--- config.mk ---
export PLATFORM = sky130hd
export DESIGN_NAME = go_back_n_sender_unit
export DESIGN_NICKNAME = d
export VERILOG_FILES = /design/src/design/gbn_pkg.sv /design/src/design/gbn_ctrl.sv /design/src/design/gbn_datapath.sv /design/src/design/go_back_n_sender_unit.sv
export SDC_FILE = /design/constraint.sdc
export NUM_CORES = 1
export LEC_CHECK = 0
export BUFFER_PORTS_ARGS = -buffer_cell sky130_fd_sc_hd__buf_2
export CAP_MARGIN = 20
export CORE_MARGIN = 5
export CORE_UTILIZATION = 40
export DETAILED_ROUTE_END_ITERATION = 10
export PLACE_DENSITY = 0.7
export SLEW_MARGIN = 20
export SYNTH_ARGS = -nofsm -noshare
export SYNTH_HDL_FRONTEND = slang
export SYNTH_SLANG_ARGS = --single-unit
--- constraint.sdc ---
create_clock -name i_clk -period 4.4 [get_ports i_clk]
set_input_delay 0.66 -clock i_clk [delete_from_list [all_inputs] [get_ports i_clk]]
set_output_delay 0.66 -clock i_clk [all_outputs]
set_load 0.005 [all_outputs]
--- src/design/gbn_pkg.sv ---
// Shared types, codes and default constants for the go-back-N sender.
package gbn_pkg;

    localparam int SEQ_BITS_DEF   = 16;
    localparam int MAX_WINDOW_DEF = 32;

    localparam logic [5:0]  WINDOW_RST  = 6'd4;
    localparam logic [15:0] TOTAL_RST   = 16'd15;
    localparam logic [15:0] TIMEOUT_RST = 16'd2000;

    typedef enum logic [1:0] {
        KIND_START = 2'd0,
        KIND_ACK   = 2'd1,
        KIND_TICK  = 2'd2,
        KIND_NONE  = 2'd3
    } t_kind;

    typedef enum logic [1:0] {
        REG_WINDOW  = 2'd0,
        REG_TOTAL   = 2'd1,
        REG_TIMEOUT = 2'd2,
        REG_NONE    = 2'd3
    } t_reg_idx;

    typedef enum logic [1:0] {
        S_IDLE  = 2'd0,
        S_EVAL  = 2'd1,
        S_SEND  = 2'd2,
        S_CLOSE = 2'd3
    } t_state;

    typedef struct packed {
        logic load;
        logic eval;
        logic emit;
        logic close;
    } t_cmd;

    typedef struct packed {
        logic can_send;
        logic last;
        logic out_free;
    } t_status;

endpackage

--- src/design/gbn_ctrl.sv ---
// Controller state machine sequencing accept, evaluation, sending and timer update.
module gbn_ctrl (
    input  logic           i_clk,
    input  logic           i_rst_n,
    input  logic           i_in_valid,
    output logic           o_in_ready,
    input  gbn_pkg::t_status i_stat,
    output gbn_pkg::t_cmd  o_cmd
);
    import gbn_pkg::*;

    t_state r_state;
    t_state n_state;

    always_ff @(posedge i_clk) begin
        if (!i_rst_n) begin
            r_state <= S_IDLE;
        end else begin
            r_state <= n_state;
        end
    end

    always_comb begin
        n_state     = r_state;
        o_in_ready  = 1'b0;
        o_cmd       = '0;
        unique case (r_state)
            S_IDLE: begin
                o_in_ready = 1'b1;
                if (i_in_valid) begin
                    o_cmd.load = 1'b1;
                    n_state    = S_EVAL;
                end
            end
            S_EVAL: begin
                o_cmd.eval = 1'b1;
                n_state    = S_SEND;
            end
            S_SEND: begin
                if (!i_stat.can_send) begin
                    n_state = S_CLOSE;
                end else if (i_stat.out_free) begin
                    o_cmd.emit = 1'b1;
                    if (i_stat.last) begin
                        n_state = S_CLOSE;
                    end
                end
            end
            S_CLOSE: begin
                o_cmd.close = 1'b1;
                n_state     = S_IDLE;
            end
            default: begin
                n_state = S_IDLE;
            end
        endcase
    end

endmodule

--- src/design/gbn_datapath.sv ---
// Datapath holding the window pointers, timer, configuration and output register.
module gbn_datapath #(
    parameter int SEQ_BITS   = gbn_pkg::SEQ_BITS_DEF,
    parameter int MAX_WINDOW = gbn_pkg::MAX_WINDOW_DEF
) (
    input  logic             i_clk,
    input  logic             i_rst_n,
    input  gbn_pkg::t_cmd    i_cmd,
    output gbn_pkg::t_status o_stat,
    input  logic [1:0]       i_req_type,
    input  logic [15:0]      i_ack_seq,
    input  logic             i_cfg_valid,
    input  logic [1:0]       i_cfg_index,
    input  logic [15:0]      i_cfg_data,
    input  logic             i_out_ready,
    output logic             o_out_valid,
    output logic [15:0]      o_send_seq,
    output logic             o_is_resend,
    output logic             o_last_of_run,
    output logic             o_all_done
);
    import gbn_pkg::*;

    localparam int AW = (SEQ_BITS > 16) ? SEQ_BITS : 16;
    localparam int CW = $clog2(MAX_WINDOW + 1);
    localparam logic [AW:0]   ONE_SH   = (AW + 1)'(1) << SEQ_BITS;
    localparam logic [AW-1:0] SEQ_MASK = AW'(ONE_SH - (AW + 1)'(1));

    logic [5:0]          r_win;
    logic [15:0]         r_total;
    logic [15:0]         r_tmo;
    logic [SEQ_BITS-1:0] r_base;
    logic [SEQ_BITS-1:0] r_next;
    logic [15:0]         r_tcount;
    logic                r_trun;
    logic [1:0]          r_kind;
    logic [15:0]         r_ack;
    logic                r_resend;
    logic                r_fire;
    logic [CW-1:0]       r_cnt;
    logic                r_out_valid;
    logic [15:0]         r_out_seq;
    logic                r_out_resend;
    logic                r_out_last;
    logic                r_out_done;

    logic [CW-1:0] win_eff;
    logic [AW-1:0] tot_eff;
    logic [15:0]   tmo_eff;
    logic [AW-1:0] base_x;
    logic [AW-1:0] next_x;
    logic [AW-1:0] ack_x;
    logic [AW:0]   limit;
    logic [AW:0]   next_p1;
    logic [AW:0]   ack_p1;
    logic [15:0]   tc1;
    logic          ack_ok;
    logic          can_send;
    logic          last;

    always_comb begin
        if (r_win == 6'd0) begin
            win_eff = CW'(1);
        end else if ({1'b0, r_win} > 7'(MAX_WINDOW)) begin
            win_eff = CW'(MAX_WINDOW);
        end else begin
            win_eff = CW'(r_win);
        end
        tot_eff  = (AW'(r_total) > SEQ_MASK) ? SEQ_MASK : AW'(r_total);
        tmo_eff  = (r_tmo == 16'd0) ? 16'd1 : r_tmo;
        base_x   = AW'(r_base);
        next_x   = AW'(r_next);
        ack_x    = AW'(r_ack);
        limit    = (AW + 1)'(base_x) + (AW + 1)'(win_eff);
        next_p1  = (AW + 1)'(next_x) + (AW + 1)'(1);
        ack_p1   = (AW + 1)'(ack_x) + (AW + 1)'(1);
        tc1      = r_tcount + 16'd1;
        ack_ok   = (ack_x >= base_x) && (ack_x < next_x);
        can_send = r_fire && ((AW + 1)'(next_x) < limit) && (next_x < tot_eff)
                   && ((CW + 1)'(r_cnt) < (CW + 1)'(MAX_WINDOW));
        last     = !((next_p1 < limit) && (next_p1 < (AW + 1)'(tot_eff))
                   && ((CW + 1)'(r_cnt) + (CW + 1)'(1) < (CW + 1)'(MAX_WINDOW)));
    end

    always_ff @(posedge i_clk) begin
        if (!i_rst_n) begin
            r_win    <= WINDOW_RST;
            r_total  <= TOTAL_RST;
            r_tmo    <= TIMEOUT_RST;
        end else if (i_cfg_valid) begin
            unique case (i_cfg_index)
                REG_WINDOW:  r_win   <= i_cfg_data[5:0];
                REG_TOTAL:   r_total <= i_cfg_data;
                REG_TIMEOUT: r_tmo   <= i_cfg_data;
                default: begin
                end
            endcase
        end
    end

    always_ff @(posedge i_clk) begin
        if (!i_rst_n) begin
            r_base      <= '0;
            r_next      <= '0;
            r_tcount    <= '0;
            r_trun      <= 1'b0;
            r_resend    <= 1'b0;
            r_fire      <= 1'b0;
            r_cnt       <= '0;
            r_out_valid <= 1'b0;
        end else begin
            if (r_out_valid && i_out_ready) begin
                r_out_valid <= 1'b0;
            end
            if (i_cmd.eval) begin
                r_cnt    <= '0;
                r_resend <= 1'b0;
                r_fire   <= 1'b0;
                case (r_kind)
                    KIND_START: begin
                        r_fire <= 1'b1;
                    end
                    KIND_ACK: begin
                        if (ack_ok) begin
                            r_base   <= SEQ_BITS'(ack_p1);
                            r_trun   <= (ack_p1 < (AW + 1)'(next_x));
                            r_tcount <= '0;
                            r_fire   <= 1'b1;
                        end
                    end
                    KIND_TICK: begin
                        if (r_trun) begin
                            if (tc1 >= tmo_eff) begin
                                r_next   <= r_base;
                                r_tcount <= '0;
                                r_resend <= 1'b1;
                                r_fire   <= 1'b1;
                            end else begin
                                r_tcount <= tc1;
                            end
                        end
                    end
                    default: begin
                    end
                endcase
            end
            if (i_cmd.emit) begin
                r_out_valid <= 1'b1;
                r_next      <= r_next + SEQ_BITS'(1);
                r_cnt       <= r_cnt + CW'(1);
            end
            if (i_cmd.close) begin
                if (base_x < next_x) begin
                    if (!r_trun) begin
                        r_trun   <= 1'b1;
                        r_tcount <= '0;
                    end
                end else begin
                    r_trun   <= 1'b0;
                    r_tcount <= '0;
                end
            end
        end
    end

    always_ff @(posedge i_clk) begin
        if (i_cmd.load) begin
            r_kind <= i_req_type;
            r_ack  <= i_ack_seq;
        end
        if (i_cmd.emit) begin
            r_out_seq    <= 16'(next_x);
            r_out_resend <= r_resend;
            r_out_last   <= last;
            r_out_done   <= (base_x >= tot_eff);
        end
    end

    assign o_stat.can_send = can_send;
    assign o_stat.last     = last;
    assign o_stat.out_free = !r_out_valid || i_out_ready;
    assign o_out_valid     = r_out_valid;
    assign o_send_seq      = r_out_seq;
    assign o_is_resend     = r_out_resend;
    assign o_last_of_run   = r_out_last;
    assign o_all_done      = r_out_done;

endmodule

--- src/design/go_back_n_sender_unit.sv ---
// Top level of the go-back-N sliding-window sender.
//
// Requests arrive on the slave stream: tuser carries the request kind (start,
// acknowledgement or time tick) and tdata the acknowledged sequence number.
// Each request causes zero or more send transfers on the master stream, one
// per data packet to transmit; tlast marks the final transfer of a request.
// The configuration channel writes window size, packet total and timeout; the
// user must write only while the block is idle, as the block does not enforce it.
// The channel is always ready. A request passes accept, evaluation, the send
// loop and close, and sends at most the window size of packets; the send loop
// emits one sequence number per cycle from the window pointers while output is free.
// A new request is taken as soon as the previous one has finished, even while
// its final transfer still waits in the output register.
// When the receiver stalls, the sender holds the current transfer and pauses
// the send loop until the output register frees up.
// After reset the window pointers and timer are cleared, the timer is stopped
// and the registers hold window 4, total 15 and timeout 2000.
module go_back_n_sender_unit #(
    parameter int SEQ_BITS   = gbn_pkg::SEQ_BITS_DEF,
    parameter int MAX_WINDOW = gbn_pkg::MAX_WINDOW_DEF
) (
    input  logic        i_clk,
    input  logic        i_rst_n,
    input  logic        s_axis_tvalid,
    output logic        s_axis_tready,
    input  logic [15:0] s_axis_tdata,   // [15:0] ack_seq
    input  logic [1:0]  s_axis_tuser,   // [1:0] req_type
    output logic        m_axis_tvalid,
    input  logic        m_axis_tready,
    output logic [15:0] m_axis_tdata,   // [15:0] send_seq
    output logic [1:0]  m_axis_tuser,   // [0] is_resend, [1] all_done
    output logic        m_axis_tlast,
    input  logic        i_cfg_valid,
    output logic        o_cfg_ready,
    input  logic [1:0]  i_cfg_index,
    input  logic [15:0] i_cfg_data
);
    import gbn_pkg::*;

    t_cmd    cmd;
    t_status stat;

    assign o_cfg_ready = 1'b1;

    gbn_ctrl u_ctrl (
        .i_clk      (i_clk),
        .i_rst_n    (i_rst_n),
        .i_in_valid (s_axis_tvalid),
        .o_in_ready (s_axis_tready),
        .i_stat     (stat),
        .o_cmd      (cmd)
    );

    gbn_datapath #(
        .SEQ_BITS   (SEQ_BITS),
        .MAX_WINDOW (MAX_WINDOW)
    ) u_datapath (
        .i_clk         (i_clk),
        .i_rst_n       (i_rst_n),
        .i_cmd         (cmd),
        .o_stat        (stat),
        .i_req_type    (s_axis_tuser),
        .i_ack_seq     (s_axis_tdata),
        .i_cfg_valid   (i_cfg_valid),
        .i_cfg_index   (i_cfg_index),
        .i_cfg_data    (i_cfg_data),
        .i_out_ready   (m_axis_tready),
        .o_out_valid   (m_axis_tvalid),
        .o_send_seq    (m_axis_tdata),
        .o_is_resend   (m_axis_tuser[0]),
        .o_last_of_run (m_axis_tlast),
        .o_all_done    (m_axis_tuser[1])
    );

endmodule
; Yosys cells after proc, flatten, opt, wreduce, memory -nomap -nowiden
; Index checks and enable logic that the tools add are counted.
[classes]
eq_ne = 10
n_mux = 45
reduce_logical = 26
n_addsub = 7
order_cmp = 14
[op_table]
columns = op, count
row1 = $mux W16, 14
row2 = $ge A16 B16 Y1, 3
row3 = $lt A16 B16 Y1, 3
row4 = $add A16 B1 Y17 const B, 2
row5 = $lt A17 B16 Y1, 2
row6 = $add A16 B1 Y16 const B, 2
row7 = $pmux W16 S2, 1
row8 = $mux W6, 4
row9 = $mux W1, 20
row10 = $add A16 B6 Y17, 1
row11 = $lt A16 B17 Y1, 1
row12 = $lt A17 B17 Y1, 1
row13 = $gt A16 B16 Y1 const B, 1
row14 = $logic_not A16 Y1, 1
row15 = $reduce_bool A2 Y1, 5
row16 = $eq A2 B2 Y1 const B, 4
row17 = $mux W2, 4
row18 = $pmux W2 S4, 1
row19 = $add A6 B1 Y7 const B, 1
row20 = $logic_and A1 B1 Y1, 7
row21 = $lt A7 B6 Y1 const B, 1
row22 = $add A6 B1 Y6 const B, 1
row23 = $eq A2 B1 Y1 const B, 3
row24 = $gt A6 B6 Y1 const B, 1
row25 = 11 further kinds, 18
[totals]
out_inout_bits = 22
regBits = 135

; Longest topological paths before layout
[logic_depth]
word_depth = 12
mapped_depth = 21

; Hierarchy
; Synthesis repeated with hierarchy kept, for this count alone.
[hier_totals]
hier_cells = 1121
area_unflattened_um2 = 9849.4
[modules_own_cells]
columns = module, n_inst, area_per_inst_um2, cells_per_inst
row1 = gbn_datapath, 1, 9674.3, 1102
row2 = gbn_ctrl, 1, 163.9, 17
row3 = go_back_n_sender_unit, 1, 11.3, 2

; Worst setup path after synthesis
; OpenSTA, ideal clock, no wires.
[synth_path]
path_kind = register -> register
startpoint = register u_datapath.r_next[1] (netlist: u_datapath.next_x[1])
endpoint = register u_ctrl.r_state[0]
setup_slack_ps = 301
path_stages_with_launch = 17
t_required_ps = 4281
arrival_ps = 3980
cell_sequence = dfxtp_1 -> ha_1 -> inv_1 -> or4_1 -> buf_2 -> or4_4 -> buf_6 -> nor4_4 -> xnor2_1 -> ha_1 -> a21o_1 -> a21o_1 -> a2111oi_0 -> o2111ai_1 -> a211o_2 -> o2bb2ai_2 -> o221a_2
[synth_between]
elab_chain_len = 6
[synth_rtl]
columns = item, line_no
row1 = start: declaration, gbn_datapath.sv:33  ; logic [SEQ_BITS-1:0] r_next;
row2 = start signal: assignment, gbn_datapath.sv:134  ; r_next <= r_base;
row3 = start signal: assignment, gbn_datapath.sv:149  ; r_next <= r_next + SEQ_BITS'(1);
row4 = $add A16 B1 Y17 or $lt A16 B17 Y1 (tied branches), "gbn_datapath.sv:75, gbn_datapath.sv:79"
row5 = $lt A17 B17 Y1 (tied with other cells), gbn_datapath.sv:81  ; last = !((next_p1 < limit) && (next_p1 < (AW + 1)'(tot_eff))
row6 = "$logic_and A1 B1 Y1, on equally long branches", "gbn_datapath.sv:81, gbn_datapath.sv:79"
row7 = "$logic_and A1 B1 Y1, on equally long branches", "gbn_datapath.sv:82, gbn_datapath.sv:80"
row8 = $ne A3 B3 Y1 (no line) or $mux W2 (tied branches), -
row9 = $reduce_and A3 Y1 (no line) or $pmux W2 S4 (tied branches), -
row10 = end signal: assignment, gbn_ctrl.sv:19  ; r_state <= n_state;
row11 = end: declaration, gbn_ctrl.sv:12  ; t_state r_state;
; Parallel ways exist; a longest one is shown, timed or not.
; A chain may end at the register's enable or synchronous reset.

; Worst setup path after layout
[layout_path]
startpoint = register u_datapath.r_win[3]
endpoint = register u_ctrl.r_state[0]
[layout_between]
elab_chain_len = 10
[layout_rtl]
columns = item, line_no
row1 = start: declaration, gbn_datapath.sv:29  ; logic [5:0] r_win;
row2 = start signal: assignment, gbn_datapath.sv:92  ; REG_WINDOW: r_win <= i_cfg_data[5:0];
row3 = $gt A6 B6 Y1, gbn_datapath.sv:64  ; end else if ({1'b0, r_win} > 7'(MAX_WINDOW)) begin
row4 = $mux W6, gbn_datapath.sv:64
row5 = $mux W6 *, gbn_datapath.sv:62  ; if (r_win == 6'd0) begin
row6 = $add A16 B6 Y17 *, gbn_datapath.sv:74  ; limit = (AW + 1)'(base_x) + (AW + 1)'(win_eff);
row7 = $lt A16 B17 Y1, gbn_datapath.sv:79  ; can_send = r_fire && ((AW + 1)'(next_x) < limit) && (next_x < tot_eff)
row8 = $logic_and A1 B1 Y1 (2 in series), gbn_datapath.sv:79
row9 = $logic_and A1 B1 Y1, gbn_datapath.sv:80  ; && ((CW + 1)'(r_cnt) < (CW + 1)'(MAX_WINDOW));
row10 = $mux W2 or $ne A3 B3 Y1 (tied branches), -
row11 = $pmux W2 S4 or $reduce_and A3 Y1 (tied branches), -
; Every way passes the cells marked *; elsewhere a longest branch is shown, timed or not.

==> impl_results.md <==
- Top-level port count: between 60 and 70
- Post-Synthesis Net Count: about 1300
- Post-route minimum period: 4.19 ns
- Initial cell density of the core: 0.404
- Storage element area: 3070 um^2
- Root buffer selected by CTS: clkbuf_16
- Clock sink count: between 100 and 150
- Routing usage on met3: 0.0420
- Layout cells sized above 1: 0.131
- Most Used Layer, Global Route: met2
- Met1 Track Usage GR: 0.232
- Crit Path Max Fanout: 5
- Leakage power: about 5 nW
- Insertion delay of the later-clocked pin in the worst-skew pair: 0.44 ns
- Top_reg_cell synth: dfxtp_1
- Async set or reset register ratio after synthesis: 0
- Area occupied by multi-input gates: 6600 um^2
- Power density over the cells: 335 nW/um^2
- Critical path capture point type: register
- Fraction of synthesized cell area taken by the top area cell type: 0.213
- Final Hold Vio Count: 0
- Number of design-rule violations left by the first detailed-router iteration: 545
- Top achievable clock speed: ~240 MHz
- Floorplan die width: approximately 170 um
- Via density per instance: about 5.6
- Number of max-slew violations in the final report: 0
- Vias in the first global route: approximately 8400
- Buffer levels on the longest clock path: 2
- Number of nets at the end of the flow: approximately 1400
- Setup TNS: 0 ns
- Skew final: between 0.01 and 0.015 ns
- FF-to-FF setup slack: about 0.21 ns
- Top post-synthesis cells by area: ha_1 21%, dfxtp_1 19%, edfxtp_1 11%, mux2i_1 4.7%, nand2_1 4.4%
- Final critical-path share of the clock period: 0.952
- Proportion of synthesized chip area in sequential cells: 0.304
- CP cell instances: nor4_2 > nor2_1 > nor2_1 > ha_1 > fa_1 > a211oi_2 > o21ai_0 > o211a_2 > nand3_1 > xnor2_2 > ha_1 > a21o_1 > a21o_1 > a2111oi_2 > o2111ai_1 > a211o_2 > o2bb2ai_2 > o221a_2
- Highest-count cells in the layout ignoring fill and taps: 172 x ha_1, 118 x nand2_1, 98 x dfxtp_1
- Final weighted congestion of routability-driven global placement: 0.886
- Post-synthesis to final-layout area growth: 14.4%
- Inserted Clock Buffers: 17
- CP Launch Type: register
- Relative slew slack: 0.376
- Total gr overflow: 0
- Filler Cell Count: approximately 2400
- Max-cap viol count: 0
- DPL Wire Length: approximately 22000 um
- Detail Route Antenna Nets: 0
- Number of storage elements in the synthesis netlist: 135
- Per-cell routed wire length: between 15 and 20 um
- Class of the tightest hold or removal check: in2reg
- Routed via count: approximately 8600
- Post-Synthesis Cell Area: a little over 10000 um^2
- Clock slew at the register clock pins of the worst setup and hold paths: roughly 0.070 ns
- Initial antenna violation count: 0
- Status: completed
- Setup-failing EPs final: 0
- Rows: 58
- Tot Pwr: ~0.0039 W
- Overall Global Routing Usage: 0.194
- Master of the slowest instance on the critical path: fa_1
- Number of hold buffers added after CTS: 0
- Max IR drop VDD: between 0.2 and 0.25 mV
- Total routed wirelength: ~28000 um
- EDFF count, synth: 37
- Endpoint arrival time on the critical path: roughly 4.5 ns
- Core Box Area: between 20000 and 30000 um^2
- Antenna fix cells: 0
- Synthesized instance count: around 1100
- DIE AREA: roughly 29000 um^2
- Global-route wire length before repair: around 44000 um
- CTS tree: done
- DRC errors left: 0
- H-tree level count: 4
- Length of the first detailed-routing pass in iterations: 5
- Number of distinct library cells after synthesis: 71
- Average size of a mapped cell: ~9 um^2
- Most frequent standard cell in the layout excluding fill and tap cells: ha_1
- WS Path Type: reg2reg
- Met2 usage in global routing: 0.348
- Worst slew pin tran: approximately 0.94 ns
- IO Port Bufs: 61
- Post-synthesis cell type with the largest combined area: ha_1
- Number of warning messages in the yosys log: 0
- Delay contributed by the slowest stage of the critical path: ~0.46 ns
- Pin count of the biggest net entering global routing: 62
- Required time at the worst-slack endpoint: ~4.7 ns
- Die span in y: roughly 170 um
-- power breakdown --
group,total [W],switching [W],internal [W]
registers,0.00147,0.000103,0.00137
clock network,0.00144,0.000658,0.000781
logic,0.000958,0.000562,0.000396
-- per-layer routing --
layer	up-vias	wire, um	part of all wire
met4	0	663	0.024
li1	4300	-	-
met1	4052	11900	0.43
met5	-	0	0
met2	219	14100	0.50
met3	56	1360	0.049
-- worst max-delay path, delay by kind of cell (launching register included) --
kind / cells / cell delay (ns)
adder cells (fa/ha/maj): 3 / 0.95
AO/OA/AOI/OAI: 10 / 2.24
XOR/XNOR: 1 / 0.14
flip-flops: 1 / 0.38
AND/OR/NAND/NOR: 4 / 0.35
-- stage by stage --
step,worst slack (ns),cells,instance area [um^2],hold WS (ns),utilization
detailed placement,0.0805,1519,10900,0.424,0.436
CTS,0.0266,1551,11500,0.383,0.459
global route,-0.0259,1553,11600,0.381,0.462
finish,0.209,1553,11600,0.398,0.462
global placement,0.143,1519,10900,0.415,0.436
floorplan,0.301,1135,10100,0.408,-
-- kinds of logic after synthesis --
kind of cell	synth area share
and+or+nand+nor	0.160
AOI/OAI and AO/OA	0.177
adders and majority gates	0.215
DFF	0.304
buffers and inverters	0.0495
xor gates and xnor gates	0.0476
muxes	0.0465
other	0.000371
-- state kept, by name, summed over array words and instances (netlist names) --
| signal | flops |
|---|---|
| u_datapath.r_tmo | 16 |
| u_datapath.r_resend | 1 |
| u_datapath.o_is_resend | 1 |
| u_datapath.r_total | 16 |
| u_datapath.o_send_seq | 16 |
| u_datapath.r_trun | 1 |
| u_datapath.o_out_valid | 1 |
| u_ctrl.r_state | 2 |
| u_datapath.r_fire | 1 |
| u_datapath.o_last_of_run | 1 |
| u_datapath.r_win | 6 |
| u_datapath.o_all_done | 1 |
| u_datapath.base_x | 16 |
| u_datapath.ack_x | 16 |
| u_datapath.r_kind | 2 |
| u_datapath.next_x | 16 |
| u_datapath.r_cnt | 6 |
| u_datapath.r_tcount | 16 |
-- cell type report --
cell class | instances | share of cell area
clock buffer | 18 | 0.0389
clock inverter | 14 | 0.0110
inverter | 84 | 0.0272
multi-input combinational | 874 | 0.570
sequential | 135 | 0.266
tap | 330 | 0.0357
timing repair buffer | 98 | 0.0514
-- worst paths after layout --
check / start / end / depth (start not counted)
setup / recovery: u_datapath.r_win[3] / u_ctrl.r_state[0] / 18
hold reg to reg: u_datapath.r_resend / u_datapath.o_is_resend / 0
hold / removal: s_axis_tdata[14] / u_datapath.ack_x[14] / 1
setup reg to reg: u_datapath.r_win[3] / u_ctrl.r_state[0] / 18
-- timing repair --
item                                    CTS  global route
resized for setup                         0            14
endpoints found under the setup margin    0            44
buffers inserted                          0             2
-- Yosys cell counts (7+ instances only) --
| library cell | n |
|---|---|
| nor3_1 | 17 |
| a211o_1 | 7 |
| nor4_1 | 11 |
| inv_1 | 81 |
| o21a_1 | 16 |
| edfxtp_1 | 37 |
| a21o_1 | 28 |
| dfxtp_1 | 98 |
| a31oi_1 | 7 |
| nand3_1 | 39 |
| ha_1 | 172 |
| o22ai_1 | 7 |
| mux2i_1 | 47 |
| nand2_1 | 118 |
| clkbuf_1 | 30 |
| a211oi_1 | 22 |
| o21ai_0 | 43 |
| a21oi_1 | 64 |
| xnor2_1 | 45 |
| xor2_1 | 10 |
| nand4_1 | 20 |
| and3_1 | 11 |
| nor2_1 | 67 |
| o211ai_1 | 16 |
| nor2b_1 | 13 |
No activity file was read; power rests on OpenSTA's default activity.
